===== src/rtl/bcc_pkg.sv =====
// ----------------------------------------------------------------------------
// bcc_pkg
// Shared types and constants for the button click classifier.
// ----------------------------------------------------------------------------
package bcc_pkg;

    localparam int unsigned TIME_W    = 32;
    localparam int unsigned CFG_W     = 16;
    localparam int unsigned CFG_IDX_W = 2;
    localparam int unsigned IN_TDATA_W  = 40;
    localparam int unsigned OUT_TDATA_W = 8;

    // Configuration register indexes.
    localparam logic [CFG_IDX_W-1:0] REG_DEBOUNCE = 2'd0;
    localparam logic [CFG_IDX_W-1:0] REG_WINDOW   = 2'd1;
    localparam logic [CFG_IDX_W-1:0] REG_LONG     = 2'd2;

    // Reset values of the configuration registers.
    localparam logic [CFG_W-1:0] DEBOUNCE_RST = 16'd50;
    localparam logic [CFG_W-1:0] WINDOW_RST   = 16'd400;
    localparam logic [CFG_W-1:0] LONG_RST     = 16'd1000;

    typedef enum logic [1:0] {
        EV_NONE   = 2'd0,
        EV_SINGLE = 2'd1,
        EV_DOUBLE = 2'd2,
        EV_LONG   = 2'd3
    } t_click_event;

    typedef struct packed {
        logic [CFG_W-1:0] debounce_time;
        logic [CFG_W-1:0] double_click_window;
        logic [CFG_W-1:0] long_press_time;
    } t_cfg;

endpackage


===== src/rtl/bcc_cfg_regs.sv =====
// ----------------------------------------------------------------------------
// bcc_cfg_regs
// Holds the three timing registers written through the plain write port.
// ----------------------------------------------------------------------------
module bcc_cfg_regs
    import bcc_pkg::*;
(
    input  logic                 i_clk,
    input  logic                 i_rst_n,
    input  logic                 i_cfg_we,
    input  logic [CFG_IDX_W-1:0] i_cfg_addr,
    input  logic [CFG_W-1:0]     i_cfg_wdata,
    output t_cfg                 o_cfg
);

    t_cfg r_cfg;

    always_ff @(posedge i_clk) begin
        if (!i_rst_n) begin
            r_cfg.debounce_time       <= DEBOUNCE_RST;
            r_cfg.double_click_window <= WINDOW_RST;
            r_cfg.long_press_time     <= LONG_RST;
        end else if (i_cfg_we) begin
            case (i_cfg_addr)
                REG_DEBOUNCE: r_cfg.debounce_time       <= i_cfg_wdata;
                REG_WINDOW:   r_cfg.double_click_window <= i_cfg_wdata;
                REG_LONG:     r_cfg.long_press_time     <= i_cfg_wdata;
                default: ;
            endcase
        end
    end

    assign o_cfg = r_cfg;

endmodule


===== src/rtl/bcc_core.sv =====
// ----------------------------------------------------------------------------
// bcc_core
// Debounce and click classification state, updated once per sample.
// ----------------------------------------------------------------------------
module bcc_core
    import bcc_pkg::*;
(
    input  logic              i_clk,
    input  logic              i_rst_n,
    input  logic              i_valid,
    input  logic              i_level,
    input  logic [TIME_W-1:0] i_now,
    input  t_cfg              i_cfg,
    output t_click_event      o_event
);

    logic              r_stable_level, n_stable_level;
    logic              r_previous_raw, n_previous_raw;
    logic [TIME_W-1:0] r_change_time,  n_change_time;
    logic [TIME_W-1:0] r_press_time,   n_press_time;
    logic              r_long_armed,   n_long_armed;
    logic [1:0]        r_click_tally,  n_click_tally;
    logic [TIME_W-1:0] r_first_rel,    n_first_rel;

    logic [TIME_W-1:0] since_change;
    logic [TIME_W-1:0] since_first_old;
    logic [TIME_W-1:0] since_first_new;
    logic [TIME_W-1:0] since_press;
    logic              done;
    t_click_event      ev;

    always_comb begin
        n_stable_level = r_stable_level;
        n_previous_raw = i_level;
        n_change_time  = (i_level != r_previous_raw) ? i_now : r_change_time;
        n_press_time   = r_press_time;
        n_long_armed   = r_long_armed;
        n_click_tally  = r_click_tally;
        n_first_rel    = r_first_rel;
        ev             = EV_NONE;
        done           = 1'b0;

        since_change    = i_now - n_change_time;
        since_first_old = i_now - r_first_rel;

        if (since_change >= {16'd0, i_cfg.debounce_time}) begin
            if (i_level != r_stable_level) begin
                n_stable_level = i_level;
                if (!i_level) begin
                    n_press_time = i_now;
                    n_long_armed = 1'b1;
                end else begin
                    n_click_tally = r_click_tally + 2'd1;
                    if (n_click_tally == 2'd1) begin
                        n_first_rel = i_now;
                    end else if (n_click_tally == 2'd2) begin
                        if (since_first_old <= {16'd0, i_cfg.double_click_window}) begin
                            n_click_tally = 2'd0;
                            ev            = EV_DOUBLE;
                            done          = 1'b1;
                        end else begin
                            n_click_tally = 2'd1;
                            n_first_rel   = i_now;
                        end
                    end
                end
            end
        end else begin
            done = 1'b1;
        end

        since_press     = i_now - n_press_time;
        since_first_new = i_now - n_first_rel;

        if (!done) begin
            if (!n_stable_level && n_long_armed &&
                since_press >= {16'd0, i_cfg.long_press_time}) begin
                n_long_armed  = 1'b0;
                n_click_tally = 2'd0;
                ev            = EV_LONG;
            end else if (n_click_tally == 2'd1 &&
                         since_first_new > {16'd0, i_cfg.double_click_window}) begin
                n_click_tally = 2'd0;
                ev            = EV_SINGLE;
            end
        end
    end

    always_ff @(posedge i_clk) begin
        if (!i_rst_n) begin
            r_stable_level <= 1'b1;
            r_previous_raw <= 1'b1;
            r_change_time  <= '0;
            r_press_time   <= '0;
            r_long_armed   <= 1'b0;
            r_click_tally  <= 2'd0;
            r_first_rel    <= '0;
        end else if (i_valid) begin
            r_stable_level <= n_stable_level;
            r_previous_raw <= n_previous_raw;
            r_change_time  <= n_change_time;
            r_press_time   <= n_press_time;
            r_long_armed   <= n_long_armed;
            r_click_tally  <= n_click_tally;
            r_first_rel    <= n_first_rel;
        end
    end

    assign o_event = ev;

`ifndef NO_ASSERTIONS
    // A pending tally never rests above one click.
    a_tally_range: assert property (@(posedge i_clk) disable iff (!i_rst_n)
        r_click_tally == 2'd0 || r_click_tally == 2'd1)
        else $error("click tally left above one");

    // A reported long press disarms the timer.
    a_long_disarms: assert property (@(posedge i_clk) disable iff (!i_rst_n)
        i_valid && o_event == EV_LONG |=> !r_long_armed && r_click_tally == 2'd0)
        else $error("long press did not disarm");

    // Any click event clears the pending tally.
    a_click_clears: assert property (@(posedge i_clk) disable iff (!i_rst_n)
        i_valid && (o_event == EV_SINGLE || o_event == EV_DOUBLE) |=>
        r_click_tally == 2'd0)
        else $error("click event left tally pending");

    // Without a sample the debounced level and the click tally hold.
    a_idle_holds: assert property (@(posedge i_clk) disable iff (!i_rst_n)
        !i_valid |=> $stable(r_stable_level) && $stable(r_click_tally))
        else $error("state changed without a sample");
`endif

endmodule


===== src/rtl/button_click_classifier_top.sv =====
// ----------------------------------------------------------------------------
// button_click_classifier_top
// Debounces an active-low button and reports single, double and long presses.
// ----------------------------------------------------------------------------
// Usage:
// Each transaction on the slave stream carries one sample of the button pin
// (tdata bit 0, 0 means pressed) and a free-running millisecond timestamp
// (tdata bits 32:1). Every sample produces exactly one transaction on the
// master stream whose tdata bits 1:0 hold the event: none, single click,
// double click or long press.
// A sample accepted on the slave side sits in the input register and is then
// passed through the classifier into the output register, where the result
// shows on the master side. Throughput is one sample per cycle while the
// receiver does not stall; the classifier state is updated as a sample moves
// between the two registers.
// When the receiver stalls, the output register holds its result and the
// input register can still take one more sample; further samples wait with
// s_axis_tready low until the output is taken.
// Reset (i_rst_n low, synchronous) empties both registers, sets the button
// to released with no pending clicks and loads the timing registers with
// 50 ms debounce, 400 ms double-click window and 1000 ms long press.
// The timing registers are written through i_cfg_we/i_cfg_addr/i_cfg_wdata
// and should only be changed while no sample is in flight.
// ----------------------------------------------------------------------------
module button_click_classifier_top
    import bcc_pkg::*;
(
    input  logic                   i_clk,
    input  logic                   i_rst_n,
    // Configuration write port.
    input  logic                   i_cfg_we,
    input  logic [CFG_IDX_W-1:0]   i_cfg_addr,
    input  logic [CFG_W-1:0]       i_cfg_wdata,
    // Sample stream.
    input  logic                   s_axis_tvalid,
    output logic                   s_axis_tready,
    input  logic [IN_TDATA_W-1:0]  s_axis_tdata,  // [0] raw_level, [32:1] now_ms, rest zero
    // Event stream.
    output logic                   m_axis_tvalid,
    input  logic                   m_axis_tready,
    output logic [OUT_TDATA_W-1:0] m_axis_tdata   // [1:0] click_event, rest zero
);

    t_cfg              cfg;
    logic              r_in_valid;
    logic              r_in_level;
    logic [TIME_W-1:0] r_in_now;
    logic              r_out_valid;
    t_click_event      r_out_event;
    t_click_event      core_event;
    logic              advance;
    logic              process;

    bcc_cfg_regs u_cfg (
        .i_clk       (i_clk),
        .i_rst_n     (i_rst_n),
        .i_cfg_we    (i_cfg_we),
        .i_cfg_addr  (i_cfg_addr),
        .i_cfg_wdata (i_cfg_wdata),
        .o_cfg       (cfg)
    );

    // The second stage moves whenever the output register is free or drained.
    assign advance       = !r_out_valid || m_axis_tready;
    assign process       = r_in_valid && advance;
    assign s_axis_tready = !r_in_valid || advance;

    always_ff @(posedge i_clk) begin
        if (!i_rst_n) begin
            r_in_valid <= 1'b0;
        end else if (s_axis_tready) begin
            r_in_valid <= s_axis_tvalid;
        end
    end

    always_ff @(posedge i_clk) begin
        if (s_axis_tvalid && s_axis_tready) begin
            r_in_level <= s_axis_tdata[0];
            r_in_now   <= s_axis_tdata[TIME_W:1];
        end
    end

    bcc_core u_core (
        .i_clk   (i_clk),
        .i_rst_n (i_rst_n),
        .i_valid (process),
        .i_level (r_in_level),
        .i_now   (r_in_now),
        .i_cfg   (cfg),
        .o_event (core_event)
    );

    always_ff @(posedge i_clk) begin
        if (!i_rst_n) begin
            r_out_valid <= 1'b0;
        end else if (advance) begin
            r_out_valid <= r_in_valid;
        end
    end

    always_ff @(posedge i_clk) begin
        if (process) begin
            r_out_event <= core_event;
        end
    end

    assign m_axis_tvalid = r_out_valid;
    assign m_axis_tdata  = {{(OUT_TDATA_W-2){1'b0}}, r_out_event};

endmodule

===== config.mk =====
export PLATFORM = sky130hd
export DESIGN_NAME = button_click_classifier_top
export DESIGN_NICKNAME = d
export VERILOG_FILES = /design/src/rtl/bcc_pkg.sv /design/src/rtl/bcc_cfg_regs.sv /design/src/rtl/bcc_core.sv /design/src/rtl/button_click_classifier_top.sv
export SDC_FILE = /design/constraint.sdc
export NUM_CORES = 1
export LEC_CHECK = 0
export ABC_AREA = 1
export BUFFER_PORTS_ARGS = -buffer_cell sky130_fd_sc_hd__buf_2
export CORE_ASPECT_RATIO = 0.6
export CORE_MARGIN = 1.5
export CORE_UTILIZATION = 40
export DETAILED_ROUTE_END_ITERATION = 8
export RECOVER_POWER = 50
export SYNTH_ARGS = -nofsm -noshare
export SYNTH_HDL_FRONTEND = slang
export SYNTH_SLANG_ARGS = --single-unit
export TNS_END_PERCENT = 1

===== constraint.sdc =====
create_clock -name i_clk -period 10.9 [get_ports i_clk]
set_input_delay 1.635 -clock i_clk [delete_from_list [all_inputs] [get_ports i_clk]]
set_output_delay 1.635 -clock i_clk [all_outputs]
set_load 0.01 [all_outputs]

After elaboration in Yosys (flattened, before gate mapping). Index checks and enable logic that the tools add are counted.

$lt $le $gt $ge: 4. Reductions and logical operators: 14. Muxes and demuxes: 41. Add/sub/neg operators: 5. Eq/ne operators: 7.

Operator list (count): 32-bit two-way mux (10); 32-bit subtractor (4); 32-bit by 16-bit >= comparator with 1-bit output (2); 2-bit two-way mux (17); 32-bit by 16-bit > comparator with 1-bit output (1); 32-bit by 16-bit less-or-equal comparator with 1-bit output (1); 1-bit two-way mux (14); 2-bit by 1-bit equality test with 1-bit output, second input constant (3); 2-bit AND reduction (3); 1-bit logical AND (5); 2-bit equality test, second input constant (2); 1-bit logical NOT (3); 2-bit by 1-bit adder with 2-bit output, second input constant (1); 2-bit logical NOT (1); 1-bit logical OR (2); 1-bit != test (2).

Output and inout port bits: 10. Bits of input ports: 63. Register bits: 186. Logic and storage cells: 86.

Longest topological paths before layout. Gate-level depths: netlist (run 1).

Depth after elaboration: 14. Gate-level depth with buffers: 59.

Hierarchy. Synthesis (run 1) repeated with hierarchy kept, for this count alone.

Cell total of the unflattened synthesis: 2845. Area, all modules: 17982.2 µm².

By module, submodules not included: bcc_core (instances 1, cells each 2500, sequential area each 2021.9 µm², area an instance 14774.2 µm²); bcc_cfg_regs (instances 1, cells each 290, sequential area each 960.9 µm², area an instance 2013.2 µm²); button_click_classifier_top (instances 1, cells each 55, sequential area each 1091.0 µm², area an instance 1194.9 µm²).

Worst setup path before layout (run 1). Ideal clock, no wire load.

Path kind: reg-to-reg. From: reg r_in_level. To: reg r_out_event[0], data pin. Required time: 10645 ps. Cell stages (with the launch flop): 55. Setup time: 255 ps. Slack: 3705 ps. Arrival: 6941 ps. Path buffers: 3. Path through: edfxtp_1 -> xnor2_2 -> clkbuf_1 -> nand2_1 -> o21ai_0 -> ha_1 -> inv_1 -> fa_1 -> nand2_1 -> nand3_1 -> nand2_1 -> nand3_1 -> xor2_1 -> ha_1 -> nand2_1 -> a21oi_1 -> a211oi_1 -> nand2_1 -> [... 19 more ...] -> nand3_1 -> nand2_1 -> nand3_1 -> nand2_1 -> xor2_1 -> ha_1 -> inv_1 -> nor3_1 -> a211oi_1 -> nand4_1 -> nor2_1 -> nand4_1 -> nor2_1 -> nand4_1 -> nor2_1 -> nand3_1 -> nand3_2 -> nand2_1.

Elaborated cells on any way between the ends: 37. Classes of those cells: add/sub: 3; order compare: 3; eq/ne: 3; mux: 24; reduce/logical: 4.

RTL lines: from (decl) (RTL line button_click_classifier_top.sv:46) `logic r_in_level;`; from (signal assigned) (RTL line button_click_classifier_top.sv:78) `r_in_level <= s_axis_tdata[0];`; 1-bit != test (RTL line bcc_core.sv:35) `n_change_time = (i_level != r_previous_raw) ? i_now : r_change_time;`; 32-bit two-way mux (RTL line bcc_core.sv:35); via u_core.n_change_time[0] (RTL line bcc_core.sv:19) `logic [TIME_W-1:0] r_change_time, n_change_time;`; 32-bit subtractor (RTL line bcc_core.sv:43) `since_change = i_now - n_change_time;`; 32-bit by 16-bit >= comparator with 1-bit output (RTL line bcc_core.sv:46) `if (since_change >= {16'd0, i_cfg.debounce_time}) begin`; 32-bit two-way mux (RTL line bcc_core.sv:46); via u_core.n_press_time[0] (RTL line bcc_core.sv:20) `logic [TIME_W-1:0] r_press_time, n_press_time;`; 32-bit subtractor (RTL line bcc_core.sv:72) `since_press = i_now - n_press_time;`; 32-bit by 16-bit >= comparator with 1-bit output (RTL line bcc_core.sv:77) `since_press >= {16'd0, i_cfg.long_press_time}) begin`; 1-bit logical AND (RTL line bcc_core.sv:76) `if (!n_stable_level && n_long_armed &&`; 2-bit two-way mux (RTL line bcc_core.sv:76); 2-bit two-way mux (RTL line bcc_core.sv:75) `if (!done) begin`; to (signal assigned) (RTL line button_click_classifier_top.sv:103) `r_out_event <= core_event;`; to (decl) (RTL line button_click_classifier_top.sv:49) `t_click_event r_out_event;`.

The timed path passes the listed nets, and every way through them passes these cells. A chain may end at the register's enable or synchronous reset.

Final worst setup path (run 1).
From: reg r_in_level. To: reg u_core.r_click_tally[0].

Longest elaborated chain between the ends: 11. Elaborated cells on any way between the ends: 34. Classes of those cells: add/sub: 3; order compare: 3; eq/ne: 3; mux: 21; reduce/logical: 4.

RTL lines: 1-bit != test (*) (RTL line bcc_core.sv:35); 32-bit two-way mux (*) (RTL line bcc_core.sv:35); via u_core.n_change_time[0] (RTL line bcc_core.sv:19); 32-bit subtractor (*) (RTL line bcc_core.sv:43); 32-bit by 16-bit >= comparator with 1-bit output (*) (RTL line bcc_core.sv:46); 32-bit two-way mux (RTL line bcc_core.sv:46); 32-bit subtractor (RTL line bcc_core.sv:73) `since_first_new = i_now - n_first_rel;`; 32-bit by 16-bit > comparator with 1-bit output (RTL line bcc_core.sv:82) `since_first_new > {16'd0, i_cfg.double_click_window}) begin`; 1-bit logical AND (RTL line bcc_core.sv:81) `end else if (n_click_tally == 2'd1 &&`; 2-bit two-way mux (RTL line bcc_core.sv:81); 2-bit two-way mux (RTL line bcc_core.sv:76); 2-bit two-way mux (*) (RTL line bcc_core.sv:75); to (signal assigned) (RTL line bcc_core.sv:104) `r_click_tally <= n_click_tally;`; to (decl) (RTL line bcc_core.sv:22) `logic [1:0] r_click_tally, n_click_tally;`.

Mark *: on every way through the listed nets, which the timed path passes. The rest lies on a longest branch.

==> results by stage, run 1 <==
STA:
- On the final layout, the worst clock skew is 0.0145 ns.
- The sum of negative setup slack is 0 ns.
- The final critical path takes up 84.7% of the cycle.
- The worst path in the final design needs a cycle of 9.23 ns, including I/O delays and setup.
- The setup slack of the critical path after layout is ~1.7 ns.
- The number of max-slew violations in the final report is 182.
- The tightest slew margin relative to the limit is -134%.
- Hold is met by between 0.4 and 0.5 ns.
- The final hold violation count is 0.
- At the pin with the least slew margin, the transition time is around 3.5 ns.
- The highest attainable clock frequency is 0.108 GHz.
- Setup violations remaining at the end of the flow were counted as 0.
- Setup repair after global routing left no endpoint under its margin.

Logic synthesis:
- The predominant post-synthesis flop cell is sky130_fd_sc_hd__dfxtp_1.
- Sorting the synthesized cells by area gives the leading types as sky130_fd_sc_hd__dfxtp_1, sky130_fd_sc_hd__nand2_1, sky130_fd_sc_hd__ha_1.
- Yosys mapped a number of flops with a built-in enable equal to 35.
- The commonest cells after synthesis are sky130_fd_sc_hd__nand2_1, sky130_fd_sc_hd__inv_1, sky130_fd_sc_hd__a21oi_1.
- The sequential fraction of the synthesis area is 23.2%.
- The leading area contributor after synthesis is sky130_fd_sc_hd__dfxtp_1.
- In this run, distinct cell masters in the synthesized netlist total 50.
- The netlist area before placement is roughly 18000 µm².
- Of all flip-flops after synthesis, the portion carrying an async set or reset was 0%.
- The most repeated cell in the gate-level netlist after synthesis is sky130_fd_sc_hd__nand2_1.
- The per-instance average area after synthesis is around 6.4 µm².
- The share of Yosys cell area claimed by the top area cell type is 17.2%.
- The cell count after synthesis is 2740.
- The register bit count reported by yosys is roughly 190.
- Yosys printed 0 warnings.

Critical path:
- STA classifies the critical path endpoint as a register.
- The critical path contains buffers and inverters numbering 4 combined.
- The startpoint class of the critical path is a register.
- The most numerous cell on the critical path is sky130_fd_sc_hd__nand2_1.
- The class of the most critical setup path is reg -> reg.
- Data on the critical path arrives at its endpoint at 9.61 ns.
- Broken down by cell family, the worst path's largest delay share belongs to simple AND/OR/NAND/NOR gates.
- For this run, the slowest stage of the critical path takes 0.55 ns.
- On the critical path, the stage with the largest delay is an instance of sky130_fd_sc_hd__fa_1.
- In this run the worst path has a maximum fanout of 34.
- The required time of the critical path is 11.27 ns.

Routing:
- The routed via count is 18000.
- The final routed DRC violation total is 0.
- For this block, the routed nets add up to ~58 mm of wire.
- In the final routed layout, each cell accounts on average for approximately 17 µm.
- The first TritonRoute pass finished after 6 iterations.
- Dividing the detail-routed via count by the number of cells gives 5.37.
- The detailed router finished its first iteration with between 1500 and 2000 violations.
- In this run the remaining antenna-violating nets after routing total 0.

Power:
- The analysis attributes to cell leakage a power of approximately 9.6 nW.
- IR analysis of the VDD net gives a maximum drop of around 0.00011 V.
- The power per unit of standard cell area is roughly 130 nW/µm².
- The design draws 2.45 mW.

Cells and area:
- The layout overhead on the synthesized area is 8.02%.
- For this run, the share of the core covered by cells in the final layout is 43.8%.
- The number of non-filler instances in the completed layout is 3360.
- The diode insertion count for antenna repair is 0.
- The cell area after layout is between 15000 and 20000 µm².
- In the final design database the tool counted 3025 nets.
- Counting the fill cells in the layout gives approximately 4600.
- The share of final-layout standard cells stronger than drive strength 1 is 3.81%.

Place:
- The worst slack at placement is 1.92 ns.
- The routability congestion estimate from global placement is around 0.95.
- The quantity of I/O buffers inserted on ports is 59.
- Counting tap cells, the placed design contains a total of 3328 instances.
- After detailed placement, the total cell area comes to 18400 µm².
- Once detailed placement completed, the half-perimeter wirelength came to approximately 48 mm.

Clocking:
- The number of gates resized after CTS was 0.
- The post-cts hold buffer count is 0.
- The number of setup buffers added after CTS is 0.
- The maximum buffer depth of the clock tree is 2.
- TritonCTS created 17 clock buffers.
- After clock tree synthesis, the clock-pin slew on the worst setup and hold paths is around 0.090 ns.
- The root buffer cell chosen for the clock tree is sky130_fd_sc_hd__clkbuf_16.
- The clock net in this run drives a total of about 190 sinks.
- The CTS tree is yes.
- The H-tree depth is 4.
- At the later pin of the worst-skew pair, clock insertion delay measures 0.46 ns.

Run status:
- The run finished, with violations left.
- The final reports fail on capacitance limit, slew limit.

Global route:
- Global routing consumed, over all layers together, between 20% and 30% of the routing resources.
- The maximum number of pins on one net before global-route repair is 95.
- The number of global-route vias before repair was 16500.
- The first-pass GRT wire length is about 89 mm.
- For this run the aggregate overflow at the end of global routing stands at 0.
- The initial antenna violation count is 1.

Die:
- The die is about 270 µm wide.
- During I/O placement, the number of pins put on the boundary was 73.
- Measured along the y axis, the die boundary spans 165 µm.
- The die covers ~45000 µm².
- For this configuration, the core starts out at a cell density of between 40% and 50%.
- After floorplanning, the core was sized to cover approximately 43000 µm².
- The floorplan has 59 rows.

Min path:
- In this run the worst hold path is classified as reg -> reg.

Flow run:
- The number of max-cap violations is 3.
## kinds of logic after synthesis
family          synth area share [%]
simple gates                    28.6
compound gates                  16.6
buf+inv                         10.8
fa+ha+maj                       14.0
flops                           23.2
xor+xnor                        3.73
mux                             3.08
other cells                   0.0214
## sequential cells by signal, summed over array words and instances, names as in the netlist, 2 cells and up
| register | count |
|---|---|
| u_cfg.o_cfg | 48 |
| r_in_now | 32 |
| u_core.r_change_time | 32 |
| u_core.r_first_rel | 32 |
| u_core.r_press_time | 32 |
| r_out_event | 2 |
| u_core.r_click_tally | 2 |
## cell usage in the layout, fill, tap and decap left out, drive strengths merged, types with 8 or more instances in the layout
cell,count
o21ai,196
buf,58
nand3,155
clkinv,8
mux2i,54
ha,190
dfxtp,151
nand3b,13
o211ai,52
o21bai,10
xnor2,14
inv,424
xor2,60
nor2,197
nor3,34
edfxtp,35
nand4,45
a21oi,257
nand2,752
clkbuf,26
## layer usage
layer  global-route usage, %  share of wire, %  vias to the layer above
met3                    2.95               7.0                       58
met2                    39.0                41                      600
met5                       0                 0                        -
li1                        -                 -                     9069
met1                    38.4                50                     8318
met4                    6.00               1.8                        0
## final timing paths
kind,startpoint,slack [ns],depth (start not counted),to
max,r_in_level$_DFFE_PP_,1.67,49,u_core.r_click_tally[0]$_SDFFE_PN0P_
min,u_core.r_first_rel[31]$_SDFFE_PN0P_,0.46,2,u_core.r_first_rel[31]$_SDFFE_PN0P_
max reg2reg,r_in_level$_DFFE_PP_,1.67,49,u_core.r_click_tally[0]$_SDFFE_PN0P_
min reg2reg,u_core.r_first_rel[31]$_SDFFE_PN0P_,0.46,2,u_core.r_first_rel[31]$_SDFFE_PN0P_
## worst reg2reg max path: cells and delay by family, from the launching register on
kind / cells / cell delay, ns
and+or+nand+nor: 29 / 3.87
AOI/OAI and AO/OA: 8 / 1.78
adders and majority gates: 5 / 1.73
xor gates and xnor gates: 3 / 0.77
DFF: 1 / 0.52
buffers and inverters: 4 / 0.50
## power breakdown
group	switching, mW	leakage (nW)	internal [mW]	total, mW
Clock	0.341	0.291	0.314	0.656
Sequential	0.0416	1.58	0.739	0.781
Combinational	0.659	7.71	0.359	1.02
Total	1.04	9.58	1.41	2.45
## final cells by class
type	instances	area (µm²)	area share, %
Multi-Input combinational cell	2077	11600	61.3
Inverter	419	1570	8.30
Sequential cell	186	4070	21.5
Clock buffer	17	425	2.24
Timing Repair Buffer	67	352	1.85
Tap cell	579	724	3.82
Clock inverter	15	194	1.02
Power figures use the tool's default switching activity.
==> inputs of run 2 (changes only) <==
Clock period 10.9 ns to 9.2 ns, I/O delays scaled along.
==> run 2 against run 1 <==
The run still ends with capacitance limit, slew limit left. Sequential power increased by 18%. Global-route usage shrank 0.20 points. Worst setup slack got worse by 1.0 ns. Critical path depth rose by 2. Critical path type unchanged.
==> results by stage, run 2 (synthesis gave the netlist of run 1 again) <==
Run status:
- The flow ran to the end, but the final reports show violations.
- The final reports fail on capacitance limit, slew limit.

Critical path:
- The critical path capture point type is a register.
- The arrival time of data at the critical path endpoint was 8.79 ns (-0.82 ns).
- The largest fanout on the critical path was 25 (-26%).
- The required time of the critical path is 9.42 ns (-1.85 ns).
- The stage delay of the slowest cell on the critical path was 0.52 ns (-0.03 ns).
- The class of the most critical setup path is reg -> reg.
- The startpoint class of the critical path is a register.
- Among the stages of the critical path, the cell type that occurs most often is sky130_fd_sc_hd__nand2_1.
- The slowest stage cell on the critical path is sky130_fd_sc_hd__edfxtp_1.

Global route:
- The initial antenna violation count came to 1 (unchanged).
- The total global-route track usage is 25.5% (-0.20 points).
- The total grt overflow is 0 (unchanged).
- The first-pass GRT wire length came to 89.1 mm (-0.31%).
- The maximum number of pins on one net before global-route repair is 93 (-2.1%).
- The number of global-route vias before repair came to 16500 (+0.32%).

STA:
- The setup slack of the critical path after layout was 0.627 ns (-1.04 ns).
- The slew at the pin closest to its max-slew limit is 3.81 ns (+0.304 ns).
- The worst clock skew came to 0.0194 ns (+0.00495 ns).
- The tightest slew margin relative to the limit is -154% (-20 points).
- The highest attainable clock frequency was 0.117 GHz (+7.7%).
- The final hold violation count is 0 (unchanged).
- The final period demand of the worst path is 8.57 ns (-0.661 ns).
- The share of the clock period used by the worst path is 93.2% (+8.5 points).
- The sum of negative setup slack was 0 ns (unchanged).
- The post-route worst hold slack is 0.463 ns (+0.00122 ns).
- Setup repair after global routing left no endpoint under its margin.
- The final-report setup violation count is 0 (unchanged).
- The number of max-slew violations in the final report is 125 (-31%).

Routing:
- The wire length per cell after detailed routing is 17.3 µm (about the same).
- The sum of met3 wire segment lengths after detailed routing came to 4.26 mm (+4.6%).
- The number of routed nets with antenna violations is 0 (unchanged).
- The highest metal layer with signal wires is met4.
- The violation count after the first detailed-route iteration is 1596 (+1.9%).
- The total met2 wirelength after detailed routing is 24.0 mm (+1.1%).
- The iteration count of the initial detailed-routing pass is 8 (+2).
- The routed via count is 18300 (+1.2%).
- The post-detailed-route via-to-cell ratio is 5.42 (+0.98%).
- The final routed wirelength across all metal layers was 58.1 mm (+0.19%).
- The final routed DRC violation total is 0 (unchanged).
- The wire length on met1 is 28.8 mm (-1.2%).

Power:
- The internal power summed over all cells is 1.68 mW (+19%).
- The peak supply drop came to 0.000125 V (+9.2%).
- The power share of the combinational group is 41.6% (about the same).
- The switching power total came to 1.24 mW (+19%).
- The power per unit of standard cell area is 153 nW/µm² (+18%).
- The switching part of the total power came to 42.5% (+0.095 points).
- The leakage power is 9.62 nW (+0.45%).
- The clock group share of total power is 26.8% (about the same).
- The register share of total power is 31.7% (about the same).

Clocking:
- The clock transition at the registers of the reported paths came to 0.09 ns (about the same).
- The H-tree depth is 4 (unchanged).
- The CTS tree is yes.
- The insertion delay to the later sink of the worst-skew pair is 0.46 ns (about the same).
- The root cell of the clock tree is sky130_fd_sc_hd__clkbuf_16.
- The maximum buffer depth of the clock tree is 2 (unchanged).
- The number of sinks handled by clock tree synthesis came to 186 (unchanged).
- The number of CTS-inserted buffers is 17 (unchanged).
- The post-cts hold buffer count came to 0 (unchanged).

Die:
- The number of standard-cell rows in the floorplan came to 59 (unchanged).
- The I/O pin count is 73 (unchanged).
- The die width is 273 µm (unchanged).
- The floorplan die area is 45200 µm² (unchanged).
- The starting utilization of the core area is 40.5% (unchanged).
- The area of the placeable core came to 43300 µm² (unchanged).
- The floorplan die height was 165 µm (unchanged).

Place:
- The quantity of I/O buffers inserted on ports is 59 (unchanged).
- The HPWL after detailed placement is 47.8 mm (+0.18%).
- The worst slack at placement is 0.443 ns (-1.47 ns).
- The routability congestion estimate from global placement came to 0.926 (-2.9%).
- The cell area reported after detailed placement is 18400 µm² (+0.29%).

Min path:
- The class of the worst hold path is reg -> reg.

Cells and area:
- The number of flip-flops under the largest register name was 48 (unchanged).
- In the layout the commonest cells are sky130_fd_sc_hd__nand2_1, sky130_fd_sc_hd__inv_1, sky130_fd_sc_hd__a21oi_1.
- The cell area after layout is 19100 µm² (+0.48%).
- The most common cell after layout, fill and taps aside is sky130_fd_sc_hd__nand2_1.
- The final layout net count is 3032 (+0.23%).
- The layout overhead on the synthesized area is 8.53%.
- The share of final-layout standard cells stronger than drive strength 1 is 4.27% (+0.46 points).
- The number of fill cells is 4549 (-1.2%).

Flow run:
- The number of max-cap violations is 2 (-1).
[run 2: cell types whose count changed in the layout (fill, tap and decap cells not counted), moves of 2 or more]
cell,before,now
sky130_fd_sc_hd__a21oi_1,253,251
sky130_fd_sc_hd__buf_4,5,11
sky130_fd_sc_hd__clkbuf_1,9,6
sky130_fd_sc_hd__o21ai_0,195,193
sky130_fd_sc_hd__o21ai_1,1,3
sky130_fd_sc_hd__inv_6,2,0
sky130_fd_sc_hd__a21oi_2,4,6
sky130_fd_sc_hd__buf_2,52,54
sky130_fd_sc_hd__inv_8,2,4
[run 2: critical path: cells and delay by family (launching register included)]
family	cells	cell delay [ns]
buf+inv	6	0.70
mux	1	0.12
simple gates	31	3.50
compound gates	6	1.19
fa+ha+maj	4	1.44
xor+xnor	3	0.82
flops	1	0.52
[run 2: final cells by class]
type	instances	area (µm²)	area share, %
flip-flops and latches	186	4070	21.4
multi-input cells	2077	11600	61.1
well taps	579	724	3.80
inverters	419	1570	8.26
repair buffers	74	422	2.21
diodes	1	2.50	0.0131
clock inverters	15	191	1.00
clock buffers	17	425	2.23
[run 2: worst paths after layout]
check        depth (start not counted)                                  end                                 from  slack [ns]
max reg2reg                         51         r_out_event[0]$_SDFFCE_PP0P_                 r_in_level$_DFFE_PP_        0.63
min                                  2  u_core.r_first_rel[31]$_SDFFE_PN0P_  u_core.r_first_rel[31]$_SDFFE_PN0P_        0.46
max                                 51         r_out_event[0]$_SDFFCE_PP0P_                 r_in_level$_DFFE_PP_        0.63
min reg2reg                          2  u_core.r_first_rel[31]$_SDFFE_PN0P_  u_core.r_first_rel[31]$_SDFFE_PN0P_        0.46
[run 2: metal layers]
layer	vias up	global-route usage (%)
met5	-	0
met4	0	6.33
met3	70	3.92
met2	630	37.9
met1	8475	38.0
li1	9091	-
[run 2: timing repair]
item                                    in CTS  in global routing
endpoints found under the setup margin       0                  5
resized for setup                            0                 10
buffers inserted                             0                  0
[run 2: power by group through the flow]
| stage | Combinational [mW] | Sequential [mW] | Clock (mW) |
|---|---|---|---|
| floorplan | 0.894 | 0.918 | 0 |
| global placement | 1.16 | 0.939 | 0 |
| detailed placement | 1.19 | 0.940 | 0 |
| CTS | 1.19 | 0.922 | 0.790 |
| global route | 1.37 | 0.928 | 0.819 |
| finish | 1.21 | 0.924 | 0.781 |
[run 2: through the flow]
step                      cells  utilization (%)  total power [mW]
after floorplan            2745                -              1.81
after global placement     3335             42.5              2.10
after detailed placement   3335             42.5              2.13
after CTS                  3367             43.9              2.91
after global routing       3367             44.0              3.12
final                      3368             44.0              2.92
